### config.mk
export PLATFORM = sky130hd
export DESIGN_NAME = websocket_frame_parser_top
export DESIGN_NICKNAME = d
export VERILOG_FILES = /design/src/rtl/wsfp_pkg.sv /design/src/rtl/wsfp_front.sv /design/src/rtl/wsfp_queue.sv /design/src/rtl/websocket_frame_parser_top.sv
export SDC_FILE = /design/constraint.sdc
export NUM_CORES = 1
export LEC_CHECK = 0
export BUFFER_PORTS_ARGS = -buffer_cell sky130_fd_sc_hd__buf_2
export CAP_MARGIN = 30
export CORE_ASPECT_RATIO = 0.7
export CORE_UTILIZATION = 40
export DETAILED_ROUTE_END_ITERATION = 6
export GPL_TIMING_DRIVEN = 0
export PLACE_DENSITY = 0.68
export RECOVER_POWER = 25
export REMOVE_ABC_BUFFERS = 1
export SYNTH_ARGS = -nofsm -noshare
export SYNTH_HDL_FRONTEND = slang
export SYNTH_SLANG_ARGS = --single-unit
### constraint.sdc
create_clock -name clk_i -period 9.3 [get_ports clk_i]
set_input_delay 0.93 -clock clk_i [delete_from_list [all_inputs] [get_ports clk_i]]
set_output_delay 0.93 -clock clk_i [all_outputs]
set_load 0.05 [all_outputs]
### src/rtl/wsfp_pkg.sv
`timescale 1ns / 1ps
// ----------------------------------------------------------------------------
// WebSocket frame parser package
// Shared result codes and the result record passed from parser to queue.
// ----------------------------------------------------------------------------
package wsfp_pkg;

  typedef enum logic [2:0] {
    ST_DATA     = 3'd0,
    ST_EMPTY    = 3'd1,
    ST_TOO_LONG = 3'd2,
    ST_INCOMPL  = 3'd3,
    ST_TRUNC    = 3'd4,
    ST_CLOSE    = 3'd5
  } status_e;

  typedef struct packed {
    status_e     status;
    logic [3:0]  opcode;
    logic [7:0]  payload_byte;
    logic [15:0] frame_length;
    logic        last;
  } result_t;

  localparam logic [7:0] MaskBit   = 8'h80;
  localparam logic [6:0] LenMask   = 7'h7f;
  localparam logic [6:0] LenExt16  = 7'd126;
  localparam logic [6:0] LenExt64  = 7'd127;
  localparam logic [7:0] OpMask    = 8'h0f;
  localparam int         KeyBytes  = 4;

endpackage

### src/rtl/wsfp_front.sv
`timescale 1ns / 1ps
// ----------------------------------------------------------------------------
// WebSocket frame parser front end
// Header state machine: takes one stream byte per cycle while take_i is high,
// unmasks payload bytes, yields at most one result record per accepted request.
// ----------------------------------------------------------------------------
module wsfp_front (
  input  logic              clk_i,
  input  logic              rst_ni,
  input  logic              take_i,
  input  logic [7:0]        data_byte_i,
  input  logic              end_of_stream_i,
  output logic              res_valid_o,
  output wsfp_pkg::result_t res_o
);
  import wsfp_pkg::*;

  typedef enum logic [6:0] {
    PH_IDLE    = 7'b0000001,
    PH_HDR2    = 7'b0000010,
    PH_EXT_HI  = 7'b0000100,
    PH_EXT_LO  = 7'b0001000,
    PH_KEY     = 7'b0010000,
    PH_PAYLOAD = 7'b0100000,
    PH_DRAIN   = 7'b1000000
  } phase_e;

  phase_e      phase_q, phase_d;
  logic [3:0]  opcode_q, opcode_d;
  logic        mask_on_q, mask_on_d;
  logic [15:0] len_q, len_d;
  logic [15:0] count_q, count_d;
  logic [7:0]  len_high_q, len_high_d;
  logic [7:0]  key_q [KeyBytes];
  logic        key_we;
  logic [15:0] count_inc;
  logic [7:0]  plain_byte;
  logic [6:0]  len_code;
  logic [15:0] hdr_len;

  assign count_inc  = count_q + 16'd1;
  assign len_code   = data_byte_i[6:0] & LenMask;
  assign plain_byte = mask_on_q ? (data_byte_i ^ key_q[count_q[1:0]]) : data_byte_i;
  assign key_we     = take_i && !end_of_stream_i && (phase_q == PH_KEY);

  always_comb begin
    phase_d     = phase_q;
    opcode_d    = opcode_q;
    mask_on_d   = mask_on_q;
    len_d       = len_q;
    count_d     = count_q;
    len_high_d  = len_high_q;
    res_valid_o = 1'b0;
    res_o       = '{status: ST_DATA, opcode: opcode_q, payload_byte: 8'd0,
                    frame_length: 16'd0, last: 1'b0};
    hdr_len     = {8'd0, 1'b0, len_code};

    if (take_i) begin
      if (end_of_stream_i) begin
        phase_d     = PH_IDLE;
        res_valid_o = 1'b1;
        unique case (phase_q)
          PH_HDR2: begin
            res_o.status = ST_INCOMPL;
          end
          PH_EXT_HI, PH_EXT_LO, PH_KEY, PH_PAYLOAD: begin
            res_o.status       = ST_TRUNC;
            res_o.frame_length = len_q;
          end
          PH_DRAIN: begin
            res_valid_o = 1'b0;
          end
          default: begin
            res_o.status = ST_CLOSE;
            res_o.opcode = 4'd0;
          end
        endcase
      end else begin
        unique case (phase_q)
          PH_HDR2: begin
            mask_on_d = (data_byte_i & MaskBit) != 8'd0;
            if (len_code == LenExt16) begin
              phase_d = PH_EXT_HI;
            end else if (len_code == LenExt64) begin
              phase_d      = PH_DRAIN;
              res_valid_o  = 1'b1;
              res_o.status = ST_TOO_LONG;
            end else begin
              len_d   = hdr_len;
              count_d = 16'd0;
              if (mask_on_d) begin
                phase_d = PH_KEY;
              end else if (hdr_len == 16'd0) begin
                phase_d      = PH_IDLE;
                res_valid_o  = 1'b1;
                res_o.status = ST_EMPTY;
                res_o.last   = 1'b1;
              end else begin
                phase_d = PH_PAYLOAD;
              end
            end
          end
          PH_EXT_HI: begin
            len_high_d = data_byte_i;
            phase_d    = PH_EXT_LO;
          end
          PH_EXT_LO: begin
            len_d   = {len_high_q, data_byte_i};
            count_d = 16'd0;
            if (mask_on_q) begin
              phase_d = PH_KEY;
            end else if (len_d == 16'd0) begin
              phase_d      = PH_IDLE;
              res_valid_o  = 1'b1;
              res_o.status = ST_EMPTY;
              res_o.last   = 1'b1;
            end else begin
              phase_d = PH_PAYLOAD;
            end
          end
          PH_KEY: begin
            count_d = count_inc;
            if (count_inc >= 16'(KeyBytes)) begin
              count_d = 16'd0;
              if (len_q == 16'd0) begin
                phase_d      = PH_IDLE;
                res_valid_o  = 1'b1;
                res_o.status = ST_EMPTY;
                res_o.last   = 1'b1;
              end else begin
                phase_d = PH_PAYLOAD;
              end
            end
          end
          PH_PAYLOAD: begin
            count_d            = count_inc;
            res_valid_o        = 1'b1;
            res_o.payload_byte = plain_byte;
            res_o.frame_length = len_q;
            res_o.last         = count_inc >= len_q;
            if (res_o.last) begin
              phase_d = PH_IDLE;
            end
          end
          PH_DRAIN: begin
            phase_d = PH_DRAIN;
          end
          default: begin
            // Idle, and any unused code: this byte opens a new frame.
            opcode_d   = 4'(data_byte_i & OpMask);
            mask_on_d  = 1'b0;
            len_d      = 16'd0;
            count_d    = 16'd0;
            len_high_d = 8'd0;
            phase_d    = PH_HDR2;
          end
        endcase
      end
    end
  end

  always_ff @(posedge clk_i or negedge rst_ni) begin
    if (!rst_ni) begin
      phase_q    <= PH_IDLE;
      opcode_q   <= 4'd0;
      mask_on_q  <= 1'b0;
      len_q      <= 16'd0;
      count_q    <= 16'd0;
      len_high_q <= 8'd0;
    end else begin
      phase_q    <= phase_d;
      opcode_q   <= opcode_d;
      mask_on_q  <= mask_on_d;
      len_q      <= len_d;
      count_q    <= count_d;
      len_high_q <= len_high_d;
    end
  end

  // The masking key is always fully written before a payload byte reads it.
  always_ff @(posedge clk_i) begin
    if (key_we) begin
      key_q[count_q[1:0]] <= data_byte_i;
    end
  end

endmodule

### src/rtl/wsfp_queue.sv
`timescale 1ns / 1ps
// ----------------------------------------------------------------------------
// WebSocket frame parser result queue
// Small FIFO of result records; its head drives the result ports.
// ----------------------------------------------------------------------------
module wsfp_queue #(
  parameter int Depth = 4
) (
  input  logic              clk_i,
  input  logic              rst_ni,
  input  logic              wr_i,
  input  wsfp_pkg::result_t wdata_i,
  input  logic              rd_i,
  output wsfp_pkg::result_t rdata_o,
  output logic              full_o,
  output logic              empty_o
);
  import wsfp_pkg::*;

  localparam int AddrW = (Depth > 1) ? $clog2(Depth) : 1;
  localparam int CntW  = $clog2(Depth + 1);

  result_t          mem_q [Depth];
  logic [AddrW-1:0] wptr_q, wptr_d;
  logic [AddrW-1:0] rptr_q, rptr_d;
  logic [CntW-1:0]  cnt_q, cnt_d;
  logic             do_wr, do_rd;

  assign full_o  = cnt_q == CntW'(Depth);
  assign empty_o = cnt_q == '0;
  assign do_wr   = wr_i && !full_o;
  assign do_rd   = rd_i && !empty_o;
  assign rdata_o = mem_q[rptr_q];

  always_comb begin
    wptr_d = wptr_q;
    rptr_d = rptr_q;
    cnt_d  = cnt_q;
    if (do_wr) begin
      wptr_d = (wptr_q == AddrW'(Depth - 1)) ? '0 : wptr_q + AddrW'(1);
    end
    if (do_rd) begin
      rptr_d = (rptr_q == AddrW'(Depth - 1)) ? '0 : rptr_q + AddrW'(1);
    end
    if (do_wr && !do_rd) begin
      cnt_d = cnt_q + CntW'(1);
    end else if (do_rd && !do_wr) begin
      cnt_d = cnt_q - CntW'(1);
    end
  end

  always_ff @(posedge clk_i or negedge rst_ni) begin
    if (!rst_ni) begin
      wptr_q <= '0;
      rptr_q <= '0;
      cnt_q  <= '0;
    end else begin
      wptr_q <= wptr_d;
      rptr_q <= rptr_d;
      cnt_q  <= cnt_d;
    end
  end

  always_ff @(posedge clk_i) begin
    if (do_wr) begin
      mem_q[wptr_q] <= wdata_i;
    end
  end

endmodule

### src/rtl/websocket_frame_parser_top.sv
`timescale 1ns / 1ps
// ----------------------------------------------------------------------------
// WebSocket frame parser top level
// Parses a received byte stream into unmasked payload bytes and status events.
// ----------------------------------------------------------------------------
// Usage:
//   Input channel: drive data_byte_i / end_of_stream_i and raise push; the
//   request is taken at a clock edge with push high and full low. With
//   end_of_stream_i high the byte is ignored and the stream is closed.
//   Result channel: while empty is low the oldest result sits on status_o,
//   opcode_o, payload_byte_o, frame_length_o and last_o; pop takes it.
//   Each request gives zero or one result. A result is written into the queue
//   at the edge that takes its request, so empty falls at that same edge and
//   the result can then be popped.
//   Throughput is one byte per cycle while full is low; the header state
//   machine is registered, and results pass through a Depth-entry queue.
//   If the receiver stops popping, the queue fills and full rises; bytes
//   that produce no result are still refused while full is high.
//   Reset empties the queue and puts the parser back to waiting for the
//   first header byte of a frame. No clearing pass is needed.
// ----------------------------------------------------------------------------
module websocket_frame_parser_top #(
  parameter int Depth = 4
) (
  input  logic        clk_i,
  input  logic        rst_ni,
  input  logic        push,
  output logic        full,
  input  logic [7:0]  data_byte_i,
  input  logic        end_of_stream_i,
  output logic        empty,
  input  logic        pop,
  output logic [2:0]  status_o,
  output logic [3:0]  opcode_o,
  output logic [7:0]  payload_byte_o,
  output logic [15:0] frame_length_o,
  output logic        last_o
);
  import wsfp_pkg::*;

  logic    take;
  logic    res_valid;
  result_t res;
  result_t head;

  assign take = push && !full;

  wsfp_front u_front (
    .clk_i          (clk_i),
    .rst_ni         (rst_ni),
    .take_i         (take),
    .data_byte_i    (data_byte_i),
    .end_of_stream_i(end_of_stream_i),
    .res_valid_o    (res_valid),
    .res_o          (res)
  );

  wsfp_queue #(
    .Depth(Depth)
  ) u_queue (
    .clk_i  (clk_i),
    .rst_ni (rst_ni),
    .wr_i   (res_valid),
    .wdata_i(res),
    .rd_i   (pop),
    .rdata_o(head),
    .full_o (full),
    .empty_o(empty)
  );

  assign status_o       = head.status;
  assign opcode_o       = head.opcode;
  assign payload_byte_o = head.payload_byte;
  assign frame_length_o = head.frame_length;
  assign last_o         = head.last;

endmodule
==> impl_metrics.yaml, run 1 <==
run_status:
  outcome: "complete, but fails checks"
  violations: "capacitance limit, slew limit"
global_route:
  grt_max_degree: 36
  grt-ovfl-total: 0
  grt_usage: 0.1649
  grt_pass1_wl_um: 32540
  antenna_found_initial: 0
  grt_pass1_vias: 5685
clock_network:
  clk_latency_ns: 0.50
  cts_tree: "yes"
  postCtsSetupBuffers: 0
  hold_buffers: 0
  htree_levels: 1
  cts_sinks: 219
  cts_made_buffers: 21
  cts_resized: 0
  clock_path_buffers: 3
  root_buffer: "clkbuf_16"
  clk_pin_slew_ns: 0.06
logic_synthesis:
  yosysTopAreaCell: "edfxtp_1"
  synth.distinct_cells: 64
  syn_avg_cell_area_um2: 13.95
  synthSimpleGateAreaFrac: 0.1259
  synth_top_family_by_area: "simple AND/OR/NAND/NOR gates"
  synth.mux.area_fraction: 0.09964
  synth_edf_count: 160
  synth_compound_area_frac: 0.05630
  synthCells: 720
  yosysSeqAreaShare: 0.6254
  synth_xor_area_frac: 0.03226
  ys_warn_count: 0
  syn-cell-area_um2: 10050
  ys_ff_latch: 219
  synthArstFlopShare: 0.2694
  yosys.area.top_type_share: 0.4783
  synth_area_leaders: "edfxtp_1 48%, dfrtp_1 14%, mux4_2 9.0%"
  synthFlopType: "edfxtp_1"
  synth_adder_area_share: 0.03438
placement:
  io_buffers: 46
  hpwlAfterDp_um: 14390
  gp_congestion: 0.8285
die:
  die-area_um2: 25760
  die_w_um: 191.4
  rows: 48
  start_util: 0.4080
  core-area_um2: 24620
  die_h_um: 134.6
  io_pins: 47
critical_path:
  crit_required_ns: 9.72
  critPathLaunchType: "register"
  r2r_start: "u_front.count_q[0]"
  crit_fanout: 17
  crit_type: "register to register"
  r2r_setup_slack_ns: 4.93
  cp-end-kind: "register"
  r2r_cells: 13
  regToRegEndpoint: "u_queue.cnt_q[2]"
  crit_arrival_ns: 4.79
sta:
  period_share: 0.4699
  max_freq_ghz: 0.2288
  fin_skew_ns: 0.007117
  period_needed_ns: 4.370
  slew_violations: 47
  tns_ns: 0
  hold_viol_final: 0
  holdWs_ns: 0.4836
  maxSlewHeadroom: -0.2546
  rsz0062_at_grt: "false"
  setup_violations: 0
  max_slew.worst_pin.slew_ns: 1.882
route:
  routed_wl_um: 20910
  ant_nets: 0
  wl_per_cell_um: 19.09
  vias: 5999
  dr.pass1.iters: 5
  via_per_inst: 5.479
  drcViolationCount: 0
  drtIter0Drc: 682
min_path:
  holdPathEnd: "u_queue.cnt_q[2]"
  hold_depth: 1
  hold_path.class: "register to register"
  min_from: "u_queue.cnt_q[2]"
finish:
  layout_common_cells: "160 x edfxtp_1, 64 x nand2_1, 57 x dfrtp_1"
  antennaDiodeCount: 0
  drive_gt1_frac: 0.1779
  area_growth_pct: 11.68
  final_common_cell: "edfxtp_1"
  nets: 795
pwr:
  ir_drop_mv: 0.2712
  power_leakage_nw: 4.080
  powerDensity_nw_per_um2: 258.3
job:
  drv_cap: 2
critical path: stages, from the launching register on:
cell      delay [ns]
dfrtp_1         0.90
ha_1            0.45
and3_1          0.33
and3_1          0.28
mux2i_1         0.11
mux2i_2         0.40
o31ai_4         0.17
o21bai_1        0.48
ha_1            0.29
inv_1           0.07
fa_1            0.38
xor2_1          0.15
nor2_1          0.11
xor2_1          0.16
cell usage after synthesis (all sizes together), types with 3 or more instances:
library cell / n
edfxtp: 160
nand2: 64
dfrtp: 58
mux4: 40
nor2: 40
o21ai: 33
nand3: 29
inv: 28
nor4: 27
ha: 26
clkbuf: 24
xor2: 24
and3: 15
buf: 15
nor3: 15
a21oi: 13
xnor2: 13
and2: 10
nand4: 10
a22o: 6
a211oi: 5
mux2: 5
a21o: 4
mux2i: 4
nand3b: 4
o211ai: 4
and4: 3
nand2b: 3
nand4b: 3
o31ai: 3
or3: 3
area by class of cell:
cell class,count,area [um^2]
clock buffers,31,593.1
clock inverters,7,45.04
fillers,2167,13400
inverters,28,105.1
multi-input cells,434,3495
flip-flops and latches,219,6284
well taps,325,406.6
repair buffers,51,291.5
routing by layer:
metal	up-vias	GRT usage	part of all wire
met3	22	0.03326	0.064
met5	-	0	0
met2	210	0.2323	0.42
met4	0	0.03351	0.015
met1	2956	0.2614	0.50
li1	2811	-	-
state kept, by name (all words and copies together) (netlist names):
| signal | cells |
|---|---|
| u_front.key_q | 32 |
| u_queue.cnt_q | 3 |
| u_front.opcode_q | 4 |
| u_front.phase_q | 7 |
| u_front.count_q | 16 |
| u_front.len_high_q | 8 |
| u_front.len_q | 16 |
| u_front.mask_on_q | 1 |
| u_queue.mem_q | 128 |
| u_queue.rptr_q | 2 |
| u_queue.wptr_q | 2 |
where the power goes:
group	total, mW	switching [mW]	internal [mW]
logic	0.855	0.562	0.293
clock network	0.797	0.352	0.445
registers	1.25	0.0918	1.15
total	2.90	1.01	1.89
stage by stage:
| stage | cells | instance area (um^2) | setup slack, ns | total power [mW] | utilization |
|---|---|---|---|---|---|
| after floorplan | 681 | 9888 | 5.706 | 1.894 | - |
| after global placement | 1052 | 10530 | 4.471 | 2.096 | 0.4274 |
| after detailed placement | 1057 | 10640 | 4.942 | 2.134 | 0.4322 |
| after CTS | 1095 | 11280 | 4.910 | 2.930 | 0.4581 |
| after global routing | 1095 | 11220 | 4.612 | 3.029 | 0.4556 |
| final | 1095 | 11220 | 4.930 | 2.898 | 0.4556 |
how the worst max path moves through the flow:
| stage | startpoint | end |
|---|---|---|
| floorplan | u_front.count_q[0] | u_queue.mem_q[0][0] |
| global placement | u_front.count_q[0] | u_queue.mem_q[3][18] |
| detailed placement | u_front.count_q[0] | u_queue.mem_q[0][23] |
| CTS | u_front.count_q[0] | u_queue.mem_q[3][8] |
| global route | u_front.count_q[0] | u_queue.mem_q[3][27] |
| finish | u_front.count_q[0] | u_queue.cnt_q[2] |
cells by family (layout without fill, tap and decap cells):
kind of cell | count (synthesis) | in the layout
AND/OR/NAND/NOR | 238 | 238
buffers and inverters | 67 | 117
XOR/XNOR | 37 | 37
multiplexers | 49 | 49
adder cells (fa/ha/maj) | 27 | 27
flip-flops | 219 | 219
AO/OA/AOI/OAI | 83 | 83
Power figures use the tool's default switching activity.
==> run 2: changes to the inputs <==
Settings changed: ABC_AREA from default to 1, PLACE_DENSITY 0.68 to 0.7.
Clock period 9.3 ns to 3.8 ns, I/O delays scaled along.
==> run 2 against run 1 <==
  * Cell count increased by 22%
  * Synthesized area increased by 0.56%
  * Routed wire length is 13% higher
  * The flow still finishes with violations (capacitance limit, slew limit)
  * Register-to-register slack got worse by 4.5 ns
  * Sequential power rose to 2.5 times the previous value
  * First-iteration DRC count increased by 7.3%
  * Power increased to 2.8 times the previous value
  * Via count rose by 21%
  * Sequential share of layout area shrank 1.2 points
  * Clock skew grew 0.010 ns
==> impl_metrics.yaml, run 2 <==
run_status:
  outcome: "complete, but fails checks"
  violations: "capacitance limit, slew limit"
critical_path:
  cp_cell_sequence: "or2_2, o21ai_2, nor2_1, nand2_1, nand2_4, ha_1, inv_1, fa_1, mux2_2"
  crit_fanout: 20
  crit_buf_inv: 1
  crit_type: "register to register"
  critical-path-top-delay-family: "simple AND/OR/NAND/NOR gates"
  crit_arrival_ns: 3.77
  max_stage_delay_ns: 0.75
  regToRegEndpoint: "u_queue.cnt_q[1]"
  critPathLaunchType: "register"
  crit_required_ns: 4.19
  crit_start: "u_queue.cnt_q[0]"
  path_depth: 9
  crit_path_end: "u_queue.cnt_q[1]"
  crit_slowest_cell: "o21ai_2"
  cp-end-kind: "register"
  r2r_start: "u_queue.cnt_q[0]"
  r2r_cells: 9
  r2r_setup_slack_ns: 0.43
logic_synthesis:
  synthCells: 954
  synth_edf_count: 160
  syn_avg_cell_area_um2: 10.59
  yosys.area.top_type_share: 0.4756
  ys_warn_count: 0
  yosysTopAreaCell: "edfxtp_1"
  yosysSeqAreaShare: 0.6219
  yosysMostFrequentCell: "edfxtp_1"
  synthArstFlopShare: 0.2694
  syn-cell-area_um2: 10100
  synth.distinct_cells: 48
  synth_area_leaders: "edfxtp_1 48%, dfrtp_1 14%, o21ai_0 6.4%"
  ys_ff_latch: 219
  ys_top_cells_by_count: "160 x edfxtp_1, 130 x o21ai_0, 120 x nor2_1"
  synthFlopType: "edfxtp_1"
finish:
  fin_area_um2: 11470
  drive_gt1_frac: 0.1249
  final_cells: 1334
  antennaDiodeCount: 0
  top_register: "u_queue.mem_q"
  area_growth_pct: 13.59
  final_common_cell: "edfxtp_1"
  nets: 1036
  fillCellCount: 2275
  final_core_util: 0.4637
  layout_common_cells: "160 x edfxtp_1, 130 x o21ai_0, 121 x nor2_1"
  largest_reg_flops: 128
job:
  drv_cap: 1
placement:
  placed_cell_area_um2: 10820
  gp_congestion: 0.9217
  hpwlAfterDp_um: 16410
  dp_cells: 1297
  io_buffers: 46
  pre_cts_slack_ns: 0.2111
global_route:
  grt_pass1_wl_um: 37150
  grt_use_met2: 0.2730
  antenna_found_initial: 0
  grt_pass1_vias: 6776
  grt_use_met1: 0.2817
  grt_usage: 0.1845
  met3_usage: 0.03638
  grt_busiest_layer: "met1"
  grt_max_degree: 57
  grt-ovfl-total: 0
die:
  rows: 48
  core-area_um2: 24740
  start_util: 0.4083
  io_pins: 47
  die-area_um2: 25900
  die_h_um: 135.0
  die_w_um: 191.9
sta:
  slew_violations: 31
  fin_skew_ns: 0.01733
  setup_violations: 0
  tns_ns: 0
  maxSlewHeadroom: -0.2158
  rsz0062_at_grt: "false"
  period_share: 0.8881
  fin_ws_ns: 0.4253
  hold_viol_final: 0
  max_freq_ghz: 0.2963
  period_needed_ns: 3.375
  max_slew.worst_pin.slew_ns: 1.824
route:
  dr.pass1.iters: 5
  vias: 7272
  via_per_inst: 5.451
  drtIter0Drc: 732
  wl_per_cell_um: 17.67
  drcViolationCount: 0
  ant_nets: 0
  routed_wl_um: 23570
clock_network:
  htree_levels: 1
  clk_pin_slew_ns: 0.06
  root_buffer: "clkbuf_16"
  clk_latency_ns: 0.51
  postCtsSetupBuffers: 0
  cts_sinks: 219
  cts_tree: "yes"
  clock_path_buffers: 3
  cts_made_buffers: 21
pwr:
  powerDensity_nw_per_um2: 712.9
  ir_drop_mv: 0.5962
  power_leakage_nw: 4.324
min_path:
  hold_path.class: "primary input to register"
==> run 2: power by group <==
part | internal [mW] | switching, mW | total [mW]
combinational | 0.772 | 2.16 | 2.93
sequential | 2.90 | 0.234 | 3.14
clock | 1.22 | 0.894 | 2.12
total | 4.90 | 3.28 | 8.18
==> run 2: worst min path at each step <==
stage	depth (start not counted)	endpoint	startpoint	slack, ns
6_report	1	u_front.key_q[1][0]	data_byte_i[0]	0.25
5_1_grt	1	u_front.key_q[1][0]	data_byte_i[0]	0.25
4_1_cts	1	u_front.key_q[1][0]	data_byte_i[0]	0.14
3_5_place_dp	1	u_queue.cnt_q[2]	rst_ni	0.48
3_3_place_gp	2	u_front.opcode_q[3]	u_front.opcode_q[3]	0.47
2_1_floorplan	0	u_front.count_q[0]	rst_ni	0.08
==> run 2: layer usage <==
layer  share of wire  vias to the layer above
li1                -                     3461
met1            0.48                     3516
met2            0.43                      266
met3           0.076                       29
met4           0.013                        0
met5               0                        -
==> run 2: worst register-to-register path: stages, from the launching register on <==
cell	delay, ns
dfrtp_1	0.42
or2_2	0.34
o21ai_2	0.75
nor2_1	0.14
nand2_1	0.52
nand2_4	0.11
ha_1	0.20
inv_1	0.09
fa_1	0.42
mux2_2	0.27
==> run 2: cells by family after synthesis <==
group	after synthesis	synth area share
AO/OA/AOI/OAI	231	0.1265
XOR/XNOR	4	0.003469
adder cells (fa/ha/maj)	27	0.03418
buffers and inverters	121	0.04756
flip-flops	219	0.6219
multiplexers	1	0.001115
AND/OR/NAND/NOR	351	0.1653
==> run 2: timing repair <==
item,in CTS,in global routing
hold buffers,1,0
hold endpoints to repair,29,0
setup endpoints to repair,0,14
resized for setup,0,1
==> run 2: metrics by stage <==
step | power, mW | hold slack (ns)
after floorplan | 5.164 | 0.08441
after global placement | 5.914 | 0.4700
after detailed placement | 6.113 | 0.4785
after CTS | 8.219 | 0.1441
after global routing | 8.551 | 0.2515
final | 8.181 | 0.2471
==> run 2: cell type report <==
type / count / area (um^2) / share of cell area
Tap cell: 325 / 406.6 / 0.03544
Sequential cell: 219 / 6285 / 0.5477
Clock inverter: 11 / 136.4 / 0.01189
Multi-Input combinational cell: 614 / 3367 / 0.2934
Timing Repair Buffer: 56 / 424.2 / 0.03696
Clock buffer: 25 / 540.5 / 0.04710
Inverter: 84 / 315.3 / 0.02748
